### src/design/u8u16_pkg.sv
`default_nettype none
// ----------------------------------------------------------------------------
// u8u16_pkg
// shared types and constants of the lenient utf-8 to utf-16 transcoder
// ----------------------------------------------------------------------------
package u8u16_pkg;

    localparam logic [15:0] REPL_CHAR = 16'hFFFD;
    localparam logic [5:0]  HI_SURR   = 6'b110110;
    localparam logic [5:0]  LO_SURR   = 6'b110111;
    localparam logic [20:0] PLANE1    = 21'h010000;
    localparam logic [20:0] MAX_POINT = 21'h10FFFF;

    localparam int FIFO_DEPTH = 4;
    localparam int FIFO_PTR_W = $clog2(FIFO_DEPTH);
    localparam int FIFO_CNT_W = $clog2(FIFO_DEPTH + 1);

    typedef enum logic [1:0] {
        KIND_NONE,
        KIND_UNIT,
        KIND_PAIR
    } t_kind;

    // repl: replacement units first, then the tail unit or surrogate pair
    typedef struct packed {
        logic [1:0]  repl;
        t_kind       kind;
        logic [19:0] data;
    } t_desc;

    typedef struct packed {
        logic                  full;
        logic                  empty;
        logic [FIFO_CNT_W-1:0] count;
    } t_fifo_stat;

endpackage
`default_nettype wire

### src/design/u8u16_front.sv
`default_nettype none
// ----------------------------------------------------------------------------
// u8u16_front
// decodes one byte per transaction into a descriptor of the units it causes
// ----------------------------------------------------------------------------
module u8u16_front (
    input  wire logic                i_clk,
    input  wire logic                i_rst_n,
    input  wire logic                i_accept,
    input  wire logic [7:0]          i_in_byte,
    input  wire logic                i_end_of_text,
    output u8u16_pkg::t_desc         o_desc,
    output logic                     o_wr
);

    logic [1:0]  r_exp;
    logic [1:0]  r_taken;
    logic [20:0] r_partial;
    logic [1:0]  n_exp;
    logic [1:0]  n_taken;
    logic [20:0] n_partial;

    logic [20:0] cont_point;
    logic [20:0] plane_off;
    logic [1:0]  taken_inc;
    logic        do_fresh;
    u8u16_pkg::t_desc desc;

    assign cont_point = {r_partial[14:0], i_in_byte[5:0]};
    assign plane_off  = cont_point - u8u16_pkg::PLANE1;
    assign taken_inc  = r_taken + 2'd1;

    always_comb begin
        n_exp     = r_exp;
        n_taken   = r_taken;
        n_partial = r_partial;
        desc      = '{repl: 2'd0, kind: u8u16_pkg::KIND_NONE, data: 20'd0};
        do_fresh  = 1'b0;
        if (i_accept) begin
            if (r_exp != 2'd0) begin
                if (i_in_byte[7:6] == 2'b10) begin
                    if (taken_inc >= r_exp) begin
                        n_exp     = 2'd0;
                        n_taken   = 2'd0;
                        n_partial = 21'd0;
                        if (cont_point >= u8u16_pkg::PLANE1 &&
                            cont_point <= u8u16_pkg::MAX_POINT) begin
                            desc.kind = u8u16_pkg::KIND_PAIR;
                            desc.data = plane_off[19:0];
                        end else begin
                            desc.kind = u8u16_pkg::KIND_UNIT;
                            desc.data = {4'd0, cont_point[15:0]};
                        end
                    end else if (i_end_of_text) begin
                        desc.repl = taken_inc + 2'd1;
                        n_exp     = 2'd0;
                        n_taken   = 2'd0;
                        n_partial = 21'd0;
                    end else begin
                        n_taken   = taken_inc;
                        n_partial = cont_point;
                    end
                end else begin
                    // broken sequence
                    desc.repl = r_taken + 2'd1;
                    n_exp     = 2'd0;
                    n_taken   = 2'd0;
                    n_partial = 21'd0;
                    do_fresh  = 1'b1;
                end
            end else begin
                do_fresh = 1'b1;
            end

            if (do_fresh) begin
                if (i_in_byte[7] == 1'b0) begin
                    desc.kind = u8u16_pkg::KIND_UNIT;
                    desc.data = {12'd0, i_in_byte};
                end else if (i_in_byte[7:6] == 2'b10 || i_in_byte[7:3] == 5'b11111
                             || i_end_of_text) begin
                    desc.kind = u8u16_pkg::KIND_UNIT;
                    desc.data = {4'd0, u8u16_pkg::REPL_CHAR};
                end else if (i_in_byte[7:5] == 3'b110) begin
                    n_exp     = 2'd1;
                    n_taken   = 2'd0;
                    n_partial = {16'd0, i_in_byte[4:0]};
                end else if (i_in_byte[7:4] == 4'b1110) begin
                    n_exp     = 2'd2;
                    n_taken   = 2'd0;
                    n_partial = {17'd0, i_in_byte[3:0]};
                end else begin
                    n_exp     = 2'd3;
                    n_taken   = 2'd0;
                    n_partial = {18'd0, i_in_byte[2:0]};
                end
            end
        end
    end

    assign o_desc = desc;
    assign o_wr   = i_accept && (desc.repl != 2'd0 || desc.kind != u8u16_pkg::KIND_NONE);

    always_ff @(posedge i_clk) begin
        if (!i_rst_n) begin
            r_exp     <= 2'd0;
            r_taken   <= 2'd0;
            r_partial <= 21'd0;
        end else begin
            r_exp     <= n_exp;
            r_taken   <= n_taken;
            r_partial <= n_partial;
        end
    end

endmodule
`default_nettype wire

### src/design/u8u16_fifo.sv
`default_nettype none
// ----------------------------------------------------------------------------
// u8u16_fifo
// short descriptor queue between decoder and unit emitter
// ----------------------------------------------------------------------------
module u8u16_fifo (
    input  wire logic                i_clk,
    input  wire logic                i_rst_n,
    input  wire logic                i_wr,
    input  wire u8u16_pkg::t_desc    i_wdata,
    input  wire logic                i_rd,
    output u8u16_pkg::t_desc         o_rdata,
    output u8u16_pkg::t_fifo_stat    o_stat
);

    u8u16_pkg::t_desc r_mem [u8u16_pkg::FIFO_DEPTH];

    logic [u8u16_pkg::FIFO_PTR_W-1:0] r_wptr;
    logic [u8u16_pkg::FIFO_PTR_W-1:0] r_rptr;
    logic [u8u16_pkg::FIFO_CNT_W-1:0] r_count;
    logic                             wr_en;
    logic                             rd_en;

    localparam logic [u8u16_pkg::FIFO_PTR_W-1:0] LAST_PTR =
        u8u16_pkg::FIFO_PTR_W'(u8u16_pkg::FIFO_DEPTH - 1);
    localparam logic [u8u16_pkg::FIFO_CNT_W-1:0] FULL_CNT =
        u8u16_pkg::FIFO_CNT_W'(u8u16_pkg::FIFO_DEPTH);

    assign o_stat.full  = (r_count == FULL_CNT);
    assign o_stat.empty = (r_count == '0);
    assign o_stat.count = r_count;
    assign wr_en        = i_wr && !o_stat.full;
    assign rd_en        = i_rd && !o_stat.empty;
    assign o_rdata      = r_mem[r_rptr];

    always_ff @(posedge i_clk) begin
        if (wr_en) begin
            r_mem[r_wptr] <= i_wdata;
        end
    end

    always_ff @(posedge i_clk) begin
        if (!i_rst_n) begin
            r_wptr  <= '0;
            r_rptr  <= '0;
            r_count <= '0;
        end else begin
            if (wr_en) begin
                r_wptr <= (r_wptr == LAST_PTR) ? '0 : r_wptr + 1'b1;
            end
            if (rd_en) begin
                r_rptr <= (r_rptr == LAST_PTR) ? '0 : r_rptr + 1'b1;
            end
            if (wr_en && !rd_en) begin
                r_count <= r_count + 1'b1;
            end else if (rd_en && !wr_en) begin
                r_count <= r_count - 1'b1;
            end
        end
    end

endmodule
`default_nettype wire

### src/design/u8u16_back.sv
`default_nettype none
// ----------------------------------------------------------------------------
// u8u16_back
// expands descriptors into utf-16 code units, one unit per cycle while pop is high
// ----------------------------------------------------------------------------
module u8u16_back (
    input  wire logic                i_clk,
    input  wire logic                i_rst_n,
    input  wire u8u16_pkg::t_desc    i_desc,
    input  wire logic                i_desc_empty,
    output logic                     o_desc_rd,
    input  wire logic                i_pop,
    output logic                     o_empty,
    output logic [15:0]              o_code_unit,
    output logic                     o_run_last
);

    logic             r_cur_valid;
    u8u16_pkg::t_desc r_cur;
    logic             r_hi_done;
    logic             r_out_valid;
    logic [15:0]      r_out_unit;
    logic             r_out_last;

    logic [15:0] emit_unit;
    logic        emit_last;
    logic        adv;
    logic        load;

    always_comb begin
        emit_unit = u8u16_pkg::REPL_CHAR;
        emit_last = 1'b0;
        if (r_cur.repl != 2'd0) begin
            emit_last = (r_cur.repl == 2'd1) && (r_cur.kind == u8u16_pkg::KIND_NONE);
        end else begin
            case (r_cur.kind)
                u8u16_pkg::KIND_UNIT: begin
                    emit_unit = r_cur.data[15:0];
                    emit_last = 1'b1;
                end
                u8u16_pkg::KIND_PAIR: begin
                    if (r_hi_done) begin
                        emit_unit = {u8u16_pkg::LO_SURR, r_cur.data[9:0]};
                        emit_last = 1'b1;
                    end else begin
                        emit_unit = {u8u16_pkg::HI_SURR, r_cur.data[19:10]};
                    end
                end
                default: begin
                    emit_last = 1'b1;
                end
            endcase
        end
    end

    assign adv       = r_cur_valid && (!r_out_valid || i_pop);
    assign load      = !i_desc_empty && (!r_cur_valid || (adv && emit_last));
    assign o_desc_rd = load;

    always_ff @(posedge i_clk) begin
        if (load) begin
            r_cur <= i_desc;
        end else if (adv && r_cur.repl != 2'd0) begin
            r_cur.repl <= r_cur.repl - 2'd1;
        end
        if (adv) begin
            r_out_unit <= emit_unit;
            r_out_last <= emit_last;
        end
    end

    always_ff @(posedge i_clk) begin
        if (!i_rst_n) begin
            r_cur_valid <= 1'b0;
            r_hi_done   <= 1'b0;
            r_out_valid <= 1'b0;
        end else begin
            if (load) begin
                r_cur_valid <= 1'b1;
                r_hi_done   <= 1'b0;
            end else if (adv && emit_last) begin
                r_cur_valid <= 1'b0;
            end else if (adv && r_cur.repl == 2'd0 && r_cur.kind == u8u16_pkg::KIND_PAIR) begin
                r_hi_done <= 1'b1;
            end
            if (adv) begin
                r_out_valid <= 1'b1;
            end else if (i_pop) begin
                r_out_valid <= 1'b0;
            end
        end
    end

    assign o_empty     = !r_out_valid;
    assign o_code_unit = r_out_unit;
    assign o_run_last  = r_out_last;

endmodule
`default_nettype wire

### src/design/utf8_to_utf16_lenient.sv
`default_nettype none
// ----------------------------------------------------------------------------
// utf8_to_utf16_lenient
// lenient utf-8 to utf-16 transcoder with queue-style channels
// ----------------------------------------------------------------------------
// input channel: present one byte on i_in_byte with i_end_of_text; the
// transaction happens when push is high and full is low. a byte is taken
// every cycle as long as the descriptor queue (4 entries) has room.
// output channel: while empty is low, o_code_unit and o_run_last hold the
// oldest code unit; pop high takes it. o_run_last marks the last unit
// caused by one input byte. a byte that only opens or extends a sequence
// gives no unit.
// path: a byte's units pass the descriptor queue, the current-descriptor
// register and the output register. the emitter sends one unit per cycle
// while pop is high; a byte causes at most four units, and a byte that
// gives no unit writes no descriptor. one byte per cycle is sustained when
// pop is high and the average is at most one unit per byte; surrogate pairs
// and replacement runs are absorbed by the queue.
// reset (synchronous, active low) clears the pending sequence, the queue
// and the output register. when pop is held low the output holds, the queue
// fills and full rises; nothing is dropped.
// ----------------------------------------------------------------------------
module utf8_to_utf16_lenient (
    input  wire logic        i_clk,
    input  wire logic        i_rst_n,
    input  wire logic        push,
    output logic             full,
    input  wire logic [7:0]  i_in_byte,
    input  wire logic        i_end_of_text,
    output logic             empty,
    input  wire logic        pop,
    output logic [15:0]      o_code_unit,
    output logic             o_run_last
);

    u8u16_pkg::t_desc       wr_desc;
    u8u16_pkg::t_desc       rd_desc;
    u8u16_pkg::t_fifo_stat  fifo_stat;
    logic                   wr;
    logic                   rd;
    logic                   accept;

    assign full   = fifo_stat.full;
    assign accept = push && !fifo_stat.full;

    u8u16_front u_front (
        .i_clk         (i_clk),
        .i_rst_n       (i_rst_n),
        .i_accept      (accept),
        .i_in_byte     (i_in_byte),
        .i_end_of_text (i_end_of_text),
        .o_desc        (wr_desc),
        .o_wr          (wr)
    );

    u8u16_fifo u_fifo (
        .i_clk   (i_clk),
        .i_rst_n (i_rst_n),
        .i_wr    (wr),
        .i_wdata (wr_desc),
        .i_rd    (rd),
        .o_rdata (rd_desc),
        .o_stat  (fifo_stat)
    );

    u8u16_back u_back (
        .i_clk        (i_clk),
        .i_rst_n      (i_rst_n),
        .i_desc       (rd_desc),
        .i_desc_empty (fifo_stat.empty),
        .o_desc_rd    (rd),
        .i_pop        (pop),
        .o_empty      (empty),
        .o_code_unit  (o_code_unit),
        .o_run_last   (o_run_last)
    );

    a_desc_nonempty: assert property (@(posedge i_clk) disable iff (!i_rst_n)
        wr |-> (wr_desc.repl != 2'd0 || wr_desc.kind != u8u16_pkg::KIND_NONE))
        else $error("descriptor written with no units");

    a_count_bound: assert property (@(posedge i_clk) disable iff (!i_rst_n)
        fifo_stat.count <= u8u16_pkg::FIFO_CNT_W'(u8u16_pkg::FIFO_DEPTH))
        else $error("queue count above depth");

    a_count_step: assert property (@(posedge i_clk) disable iff (!i_rst_n)
        (wr && !rd) |=> fifo_stat.count == $past(fifo_stat.count) + 1'b1)
        else $error("queue count did not follow a write");

endmodule
`default_nettype wire
### config.mk
export PLATFORM = sky130hd
export DESIGN_NAME = utf8_to_utf16_lenient
export DESIGN_NICKNAME = d
export VERILOG_FILES = /design/src/design/u8u16_pkg.sv /design/src/design/u8u16_front.sv /design/src/design/u8u16_fifo.sv /design/src/design/u8u16_back.sv /design/src/design/utf8_to_utf16_lenient.sv
export SDC_FILE = /design/constraint.sdc
export NUM_CORES = 1
export LEC_CHECK = 0
export BUFFER_PORTS_ARGS = -buffer_cell sky130_fd_sc_hd__buf_2
export CAP_MARGIN = 15
export CORE_AREA = 2 2 117 119
export CTS_CLUSTER_SIZE = 24
export DETAILED_ROUTE_END_ITERATION = 16
export DIE_AREA = 0 0 119 121
export GPL_TIMING_DRIVEN = 0
export PLACE_DENSITY = 0.82
export SLEW_MARGIN = 40
export SYNTH_ARGS = -nofsm -noshare
export SYNTH_HDL_FRONTEND = slang
export SYNTH_SLANG_ARGS = --single-unit
### constraint.sdc
create_clock -name i_clk -period 3.65 [get_ports i_clk]
set_input_delay 0.73 -clock i_clk [delete_from_list [all_inputs] [get_ports i_clk]]
set_output_delay 0.73 -clock i_clk [all_outputs]
set_load 0.05 [all_outputs]
# Yosys cells after proc, flatten, opt, wreduce, memory -nomap -nowiden
# Memories as Yosys holds them, arrays and structs flattened. A register that Yosys moved wholly into a read port is not among the register bits.
# Index checks and enable logic that the tools add are counted.
op_classes:
  add_sub_neg: 8
  magnitude_cmp: 3
  eq_ne: 10
  muxes: 58
  bitwise_logic: 2
  n_reduce_logical: 38
ops:
  columns: ["op", "count"]
  rows:
  - ["$mux 21", 8]
  - ["$mux 22", 6]
  - ["$mux 2", 24]
  - ["$mux 24", 2]
  - ["$pmux 16 s2", 1]
  - ["$ge 21x17->1 const B", 1]
  - ["$le 21x21->1 const B", 1]
  - ["$sub 20x17->20 const B", 1]
  - ["$reduce_bool 2->1", 8]
  - ["$logic_and 1x1->1", 14]
  - ["$mux 1", 13]
  - ["$mux 11", 1]
  - ["$add 2x1->2 const B", 4]
  - ["$eq 2x2->1 const B", 4]
  - ["$eq 3x3->1 const B", 2]
  - ["$logic_not 1->1", 6]
  - ["$mux 3", 2]
  - ["$eq 5x5->1 const B", 1]
  - ["$logic_or 1x1->1", 5]
  - ["$eq 2x1->1 const B", 2]
  - ["$eq 4x4->1 const B", 1]
  - ["$logic_not 2->1", 2]
  - ["$mux 4", 1]
  - ["$add 3x1->3 const B", 1]
  - ["7 further kinds", 8]
word_totals:
  reg_bits: 76
  mem_bits_rw: 96
  in_bits: 13
  output_inout_bits: 19
  word_cells: 134
  memories: 1
memory_table:
  columns: ["name", "words", "word_bits", "read_ports", "rd_clocked_by_memory_dff", "write_ports", "line_no", "source"]
  rows:
  - ["u_fifo.r_mem", 4, 24, 1, 1, 1, "u8u16_fifo.sv:16", "u8u16_pkg::t_desc r_mem [u8u16_pkg::FIFO_DEPTH];"]

# Longest topological paths before layout
logic_depth:
  word_depth: 18
  ltp_mapped: 14

# Cells and area by module
# Synthesis repeated with hierarchy kept, for this count alone.
hier_totals:
  cells_unflattened: 466
  hier_area_um2: 7104.3
by_module_without_submodules:
  columns: ["mod", "n_inst", "cells_per_inst", "area_each_um2", "seq_area_each_um2"]
  rows:
  - ["u8u16_fifo", 1, 177, 3966.3, 3062.9]
  - ["u8u16_back", 1, 110, 1815.5, 1291.2]
  - ["u8u16_front", 1, 178, 1308.8, 380.4]
  - ["utf8_to_utf16_lenient", 1, 1, 13.8, 0.0]

# Least setup slack after synthesis
# Ideal clock, no wire load.
synth_path:
  kind: "flip-flop to flip-flop"
  start: "register u_front.r_taken[0]"
  end: "register u_fifo.r_count[2] in the netlist's numbering"
  arrival_ns: 3.081
  t_required_ns: 3.579
  path_slack_ns: 0.499
  stages_incl_launch_ff: 15
  path_buffers: 2
  cell_sequence: "dfxtp_1 clkbuf_1 nor2b_1 or2_2 ha_1 a211o_1 a221oi_1 a21o_1 buf_6 ha_1 inv_1 fa_1 xor2_1 or3_1 a21oi_1"
synth_between:
  elab_chain_cells: 16
  elab_cells_between_ends: 23
synth_rtl:
  columns: ["element", "line_no", "source"]
  rows:
  - ["start, declared", "u8u16_front.sv:17", "logic [1:0] r_taken;"]
  - ["start signal, assigned", "u8u16_front.sv:110", "r_taken <= n_taken;"]
  - ["$add 2x1->2 *", "u8u16_front.sv:31, u8u16_front.sv:65", null]
  - ["$ge 2x2->1", "u8u16_front.sv:42", "if (taken_inc >= r_exp) begin"]
  - ["$mux 22", "u8u16_front.sv:42", null]
  - ["$mux 22", "u8u16_front.sv:41", "if (i_in_byte[7:6] == 2'b10) begin"]
  - ["$mux 24 *", "u8u16_front.sv:40", "if (r_exp != 2'd0) begin"]
  - ["$mux 22", "u8u16_front.sv:79", "end else if (i_in_byte[7:6] == 2'b10 || i_in_byte[7:3] == 5'b11111"]
  - ["$mux 22", "u8u16_front.sv:76", "if (i_in_byte[7] == 1'b0) begin"]
  - ["$mux 22", "u8u16_front.sv:75", "if (do_fresh) begin"]
  - ["$mux 24 *", "u8u16_front.sv:39", "if (i_accept) begin"]
  - ["$reduce_bool 2->1", "u8u16_front.sv:101", "assign o_wr = i_accept && (desc.repl != 2'd0 || desc.kind != u8u16_pkg::KIND_NONE);"]
  - ["$logic_or 1x1->1 *", "u8u16_front.sv:101", null]
  - ["$logic_and 1x1->1 *", "u8u16_front.sv:101", null]
  - ["$logic_and 1x1->1 *", "u8u16_fifo.sv:32", "assign wr_en = i_wr && !o_stat.full;"]
  - ["via u_fifo.wr_en", "u8u16_fifo.sv:21", "logic wr_en;"]
  - ["$logic_not 1->1", "u8u16_fifo.sv:56", "end else if (rd_en && !wr_en) begin"]
  - ["$logic_and 1x1->1", "u8u16_fifo.sv:56", null]
  - ["$reduce_bool 2->1 (no source line)", null, null]
  - ["end signal, assigned", "u8u16_fifo.sv:55", "r_count <= r_count + 1'b1;"]
  - ["end signal, assigned", "u8u16_fifo.sv:57", "r_count <= r_count - 1'b1;"]
  - ["end, declared", "u8u16_fifo.sv:20", "logic [u8u16_pkg::FIFO_CNT_W-1:0] r_count;"]
# Mark *: on every way through the listed nets, which the timed path passes. The rest lies on a longest branch.
# A chain may end at the register's enable or synchronous reset.

# Worst setup path in the final report
# Same ends and word-level chain as after synthesis.

==> flow_metrics.py <==
metrics = {
    "sta": {
        "slew_headroom": 0.460,
        "maxClockFrequency_mhz": 298,
        "post-route-period-util": 0.920,
        "rsz_0062_raised_after_global_routing": "no",
        "setup-tns-final_ns": 0,
        "post-route-min-period_ns": 3.36,
        "worst_pin_slew_ns": 0.809,
        "timing.final.hold_violations": 0,
        "setup_violation_total_in_the_final_timing_report": 0,
        "worst_clock_skew_ns": 0.0103,
        "number_of_pins_exceeding_their_max_slew_limit_in_the_final_report": 0,
    },
    "synth": {
        "synth.largest_area_cell": "sky130_fd_sc_hd__edfxtp_1",
        "postSynthCellCount": 467,
        "synth_cell_types": 62,
        "yosysWarnings": 0,
        "synth_top_area_frac": 0.579,
        "library_cell_with_the_highest_instance_count_after_synthesis": "sky130_fd_sc_hd__edfxtp_1",
        "mappedNetlistArea_sq_mm": 0.00710,
        "syn_area_per_cell_sq_um": 15.2,
        "postSynthRegisterBits": 168,
        "synth.cells.most_frequent": "sky130_fd_sc_hd__edfxtp_1 (137), sky130_fd_sc_hd__dfxtp_1 (31), sky130_fd_sc_hd__nand2_1 (28)",
        "main_synth_ff_type": "sky130_fd_sc_hd__edfxtp_1",
        "synth.area.top_cells": "sky130_fd_sc_hd__edfxtp_1 (58%), sky130_fd_sc_hd__dfxtp_1 (8.7%), sky130_fd_sc_hd__mux4_2 (7.6%)",
        "asyncSetResetFlopFracSynth": 0,
        "synthesis.nets": 496,
        "yosysSeqAreaShare": 0.666,
        "synth-edff-count": 137,
    },
    "power": {
        "p_switching_mw": 1.75,
        "powerDensity_mw_per_mm2": 737,
        "leakage_nw": 2.70,
        "reg_power_frac": 0.460,
        "clkPwrFrac": 0.284,
        "vdd.ir_drop.worst_mv": 0.322,
        "p_sw_frac": 0.297,
        "intPower_mw": 4.16,
        "comb_power_share": 0.256,
    },
    "placement": {
        "gp_congestion": 0.897,
        "dp_wirelength_mm": 8.64,
        "io_buffers": 30,
        "placedCellCount": 673,
    },
    "cts": {
        "clock_tree.root_cell": "sky130_fd_sc_hd__clkbuf_16",
        "h-tree-depth": 4,
        "post_cts_resized": 0,
        "cts_tree": "built",
        "post_cts.repair.setup_buffers": 0,
        "cts_buffers": 17,
        "clk_pin_slew_worst_paths_ns": 0.06,
        "insertion_delay_ns": 0.42,
        "cts.hold.buffers_added": 0,
        "cts.sink_count": 168,
        "clockBufferDepth": 2,
    },
    "floorplan": {
        "placement_rows": 42,
        "core_sq_mm": 0.0131,
        "effective_utilization_at_floorplan": 0.543,
        "fp.dieArea_sq_mm": 0.0144,
        "die_width_microns": 119,
        "chipHeight_microns": 121,
        "design.portCount": 32,
    },
    "detailed_routing": {
        "route.antenna.remaining_nets": 0,
        "firstDrtPassIters": 5,
        "route.detailed.vias_per_inst": 5.90,
        "remaining_drc_errors": 0,
        "route.detailed.wl_per_inst_microns": 18.8,
        "detail_route.wirelength_mm": 13.2,
        "detailed_route_via_count": 4142,
        "first_iter_violations": 409,
    },
    "grt": {
        "grt_util_all_layers": 0.198,
        "grt.met2_usage": 0.333,
        "total_congestion_overflow": 0,
        "grt_first_pass_wirelength_mm": 21.5,
        "grt.busiest_layer": "met2",
        "grt_antenna_before_repair": 0,
        "grt.met3_usage": 0.0508,
        "maximum_number_of_pins_on_one_net_before_global_route_repair": 25,
        "met1_usage": 0.246,
        "grt_pass1_vias": 4198,
    },
    "final_layout": {
        "antennaDiodeCount": 0,
        "area_growth_syn_to_layout_pct": 12.9,
        "final_layout_size_suffix_gt1_frac": 0.224,
        "final-instance-count-excl-fill": 702,
        "nNetsFinal": 544,
    },
    "worst_setup_path": {
        "critPathArrivalTime_ns": 3.71,
        "startpoint": "u_front.r_taken[0]$_SDFFE_PN0P_",
        "end_kind": "flip-flop",
        "ff2ff_path_depth": 13,
        "timing_worst_setup_path_type": "flip-flop to flip-flop",
        "worst_r2r_endpoint": "u_fifo.r_count[2]$_SDFFE_PN0P_",
        "timing.rr.start": "u_front.r_taken[0]$_SDFFE_PN0P_",
        "cp_max_fo": 8,
        "critical_path.endpoint": "u_fifo.r_count[2]$_SDFFE_PN0P_",
        "ff2ff_setup_slack_ns": 0.29,
        "timing.critical_path.from_type": "flip-flop",
        "cp_data_required_time_ns": 4.00,
    },
    "run": {
        "cap_violations": 0,
    },
    "hold_path": {
        "hold_path_class": "flip-flop to flip-flop",
        "min-delay-start": "u_fifo.r_count[2]$_SDFFE_PN0P_",
    },
    "status": {
        "run_status": "complete, no violations",
    },
}
==> power by group through the flow <==
stage	Sequential (mW)	Clock (mW)	Combinational, mW
after detailed placement	2.75	0	1.51
after global placement	2.73	0	1.46
after floorplan	2.86	0	1.02
final	2.72	1.68	1.52
after CTS	2.72	1.70	1.53
after global routing	2.76	1.79	1.65
==> cells by family (layout without fill, tap and decap cells) <==
group,after synthesis,after routing,share of synthesized area
simple gates,109,109,0.0803
mux,38,38,0.0992
fa+ha+maj,16,16,0.0292
xor+xnor,4,4,0.00493
compound gates,91,91,0.0926
flops,168,168,0.666
buf+inv,41,100,0.0273
==> flip-flops by register name (all words and copies together) (netlist names), named ones only <==
name,flops
u_fifo.r_rptr,2
u_back.r_hi_done,1
u_fifo.r_wptr,2
u_back.o_run_last,1
u_fifo.r_count,3
u_fifo.r_mem,96
u_back.r_cur,24
u_back.o_code_unit,16
u_front.r_partial,15
u_back.r_cur_valid,1
u_front.r_taken,2
u_back.r_out_valid,1
u_front.r_exp,2
==> layer usage <==
| layer | part of all wire | routed length [microns] | vias up |
|---|---|---|---|
| met5 | 0 | 0 | - |
| met4 | 0.019 | 253 | 0 |
| met3 | 0.067 | 876 | 21 |
| met2 | 0.50 | 6560 | 154 |
| met1 | 0.42 | 5480 | 2051 |
| li1 | - | - | 1916 |
==> worst max-delay path, cell delays in order, from the launching register on <==
cell and delay [ns]:
sky130_fd_sc_hd__dfxtp_1 0.49, sky130_fd_sc_hd__nor2b_1 0.10, sky130_fd_sc_hd__or2_2 0.30, sky130_fd_sc_hd__ha_1 0.30, sky130_fd_sc_hd__a21o_1 0.27, sky130_fd_sc_hd__o21a_1 0.25, sky130_fd_sc_hd__a21o_1 0.16, sky130_fd_sc_hd__buf_6 0.12
sky130_fd_sc_hd__ha_1 0.19, sky130_fd_sc_hd__inv_1 0.07, sky130_fd_sc_hd__fa_1 0.40, sky130_fd_sc_hd__xor2_1 0.19, sky130_fd_sc_hd__or3_1 0.31, sky130_fd_sc_hd__a21oi_1 0.14
==> per-stage QoR <==
step                 util  setup slack, ns  area [sq um]  hold slack (ns)  power, mW
floorplan               -            0.499          7100            0.467       3.89
global placement    0.571            0.228          7470            0.477       4.18
detailed placement  0.572            0.162          7480            0.502       4.26
CTS                 0.613            0.172          8020            0.513       5.95
global route        0.613            0.106          8020            0.542       6.19
finish              0.613            0.293          8020            0.507       5.91
==> cell usage in the layout (no fill, tap or decap), types with 3 or more instances in the layout <==
cell	netlist	layout
sky130_fd_sc_hd__mux2_2	9	9
sky130_fd_sc_hd__nor2b_1	4	4
sky130_fd_sc_hd__or3_1	4	4
sky130_fd_sc_hd__o21ai_0	11	10
sky130_fd_sc_hd__nand4_1	5	5
sky130_fd_sc_hd__clkbuf_16	0	17
sky130_fd_sc_hd__buf_4	3	3
sky130_fd_sc_hd__ha_1	15	15
sky130_fd_sc_hd__clkinv_2	0	4
sky130_fd_sc_hd__buf_2	4	34
sky130_fd_sc_hd__a21o_1	5	5
sky130_fd_sc_hd__nand2_1	28	28
sky130_fd_sc_hd__inv_1	16	16
sky130_fd_sc_hd__a221o_1	10	10
sky130_fd_sc_hd__a211o_1	5	5
sky130_fd_sc_hd__mux4_2	24	24
sky130_fd_sc_hd__nor2_1	27	27
sky130_fd_sc_hd__clkbuf_1	11	14
sky130_fd_sc_hd__a32oi_1	3	3
sky130_fd_sc_hd__a211oi_1	3	3
sky130_fd_sc_hd__nand3_1	3	3
sky130_fd_sc_hd__edfxtp_1	137	137
sky130_fd_sc_hd__a22oi_1	13	13
sky130_fd_sc_hd__nor3_1	10	10
sky130_fd_sc_hd__and2_2	0	4
sky130_fd_sc_hd__buf_6	3	3
sky130_fd_sc_hd__dfxtp_1	31	31
sky130_fd_sc_hd__nand2b_1	5	5
sky130_fd_sc_hd__nor4_1	4	4
sky130_fd_sc_hd__a21oi_1	27	27
sky130_fd_sc_hd__mux2i_1	4	4
==> worst min-delay path by stage <==
| stage | to | slack (ns) | depth (start not counted) |
|---|---|---|---|
| floorplan | u_fifo.r_count[2]$_SDFFE_PN0P_ | 0.47 | 2 |
| global placement | u_fifo.r_count[2]$_SDFFE_PN0P_ | 0.48 | 2 |
| detailed placement | u_fifo.r_wptr[1]$_SDFFE_PN0P_ | 0.50 | 2 |
| CTS | u_fifo.r_count[2]$_SDFFE_PN0P_ | 0.51 | 2 |
| global route | u_fifo.r_wptr[1]$_SDFFE_PN0P_ | 0.54 | 2 |
| finish | u_fifo.r_count[2]$_SDFFE_PN0P_ | 0.51 | 2 |
==> area by class of cell <==
class                   instances  area (sq um)
well taps                     176           220
repair buffers                 30           150
multi-input cells             258          2180
inverters                      18          67.6
clock inverters                 9           104
fillers                       919          5060
clock buffers                  21           440
flip-flops and latches        168          4730
plain buffers                  22           123
(Power assumes the default switching activity.)
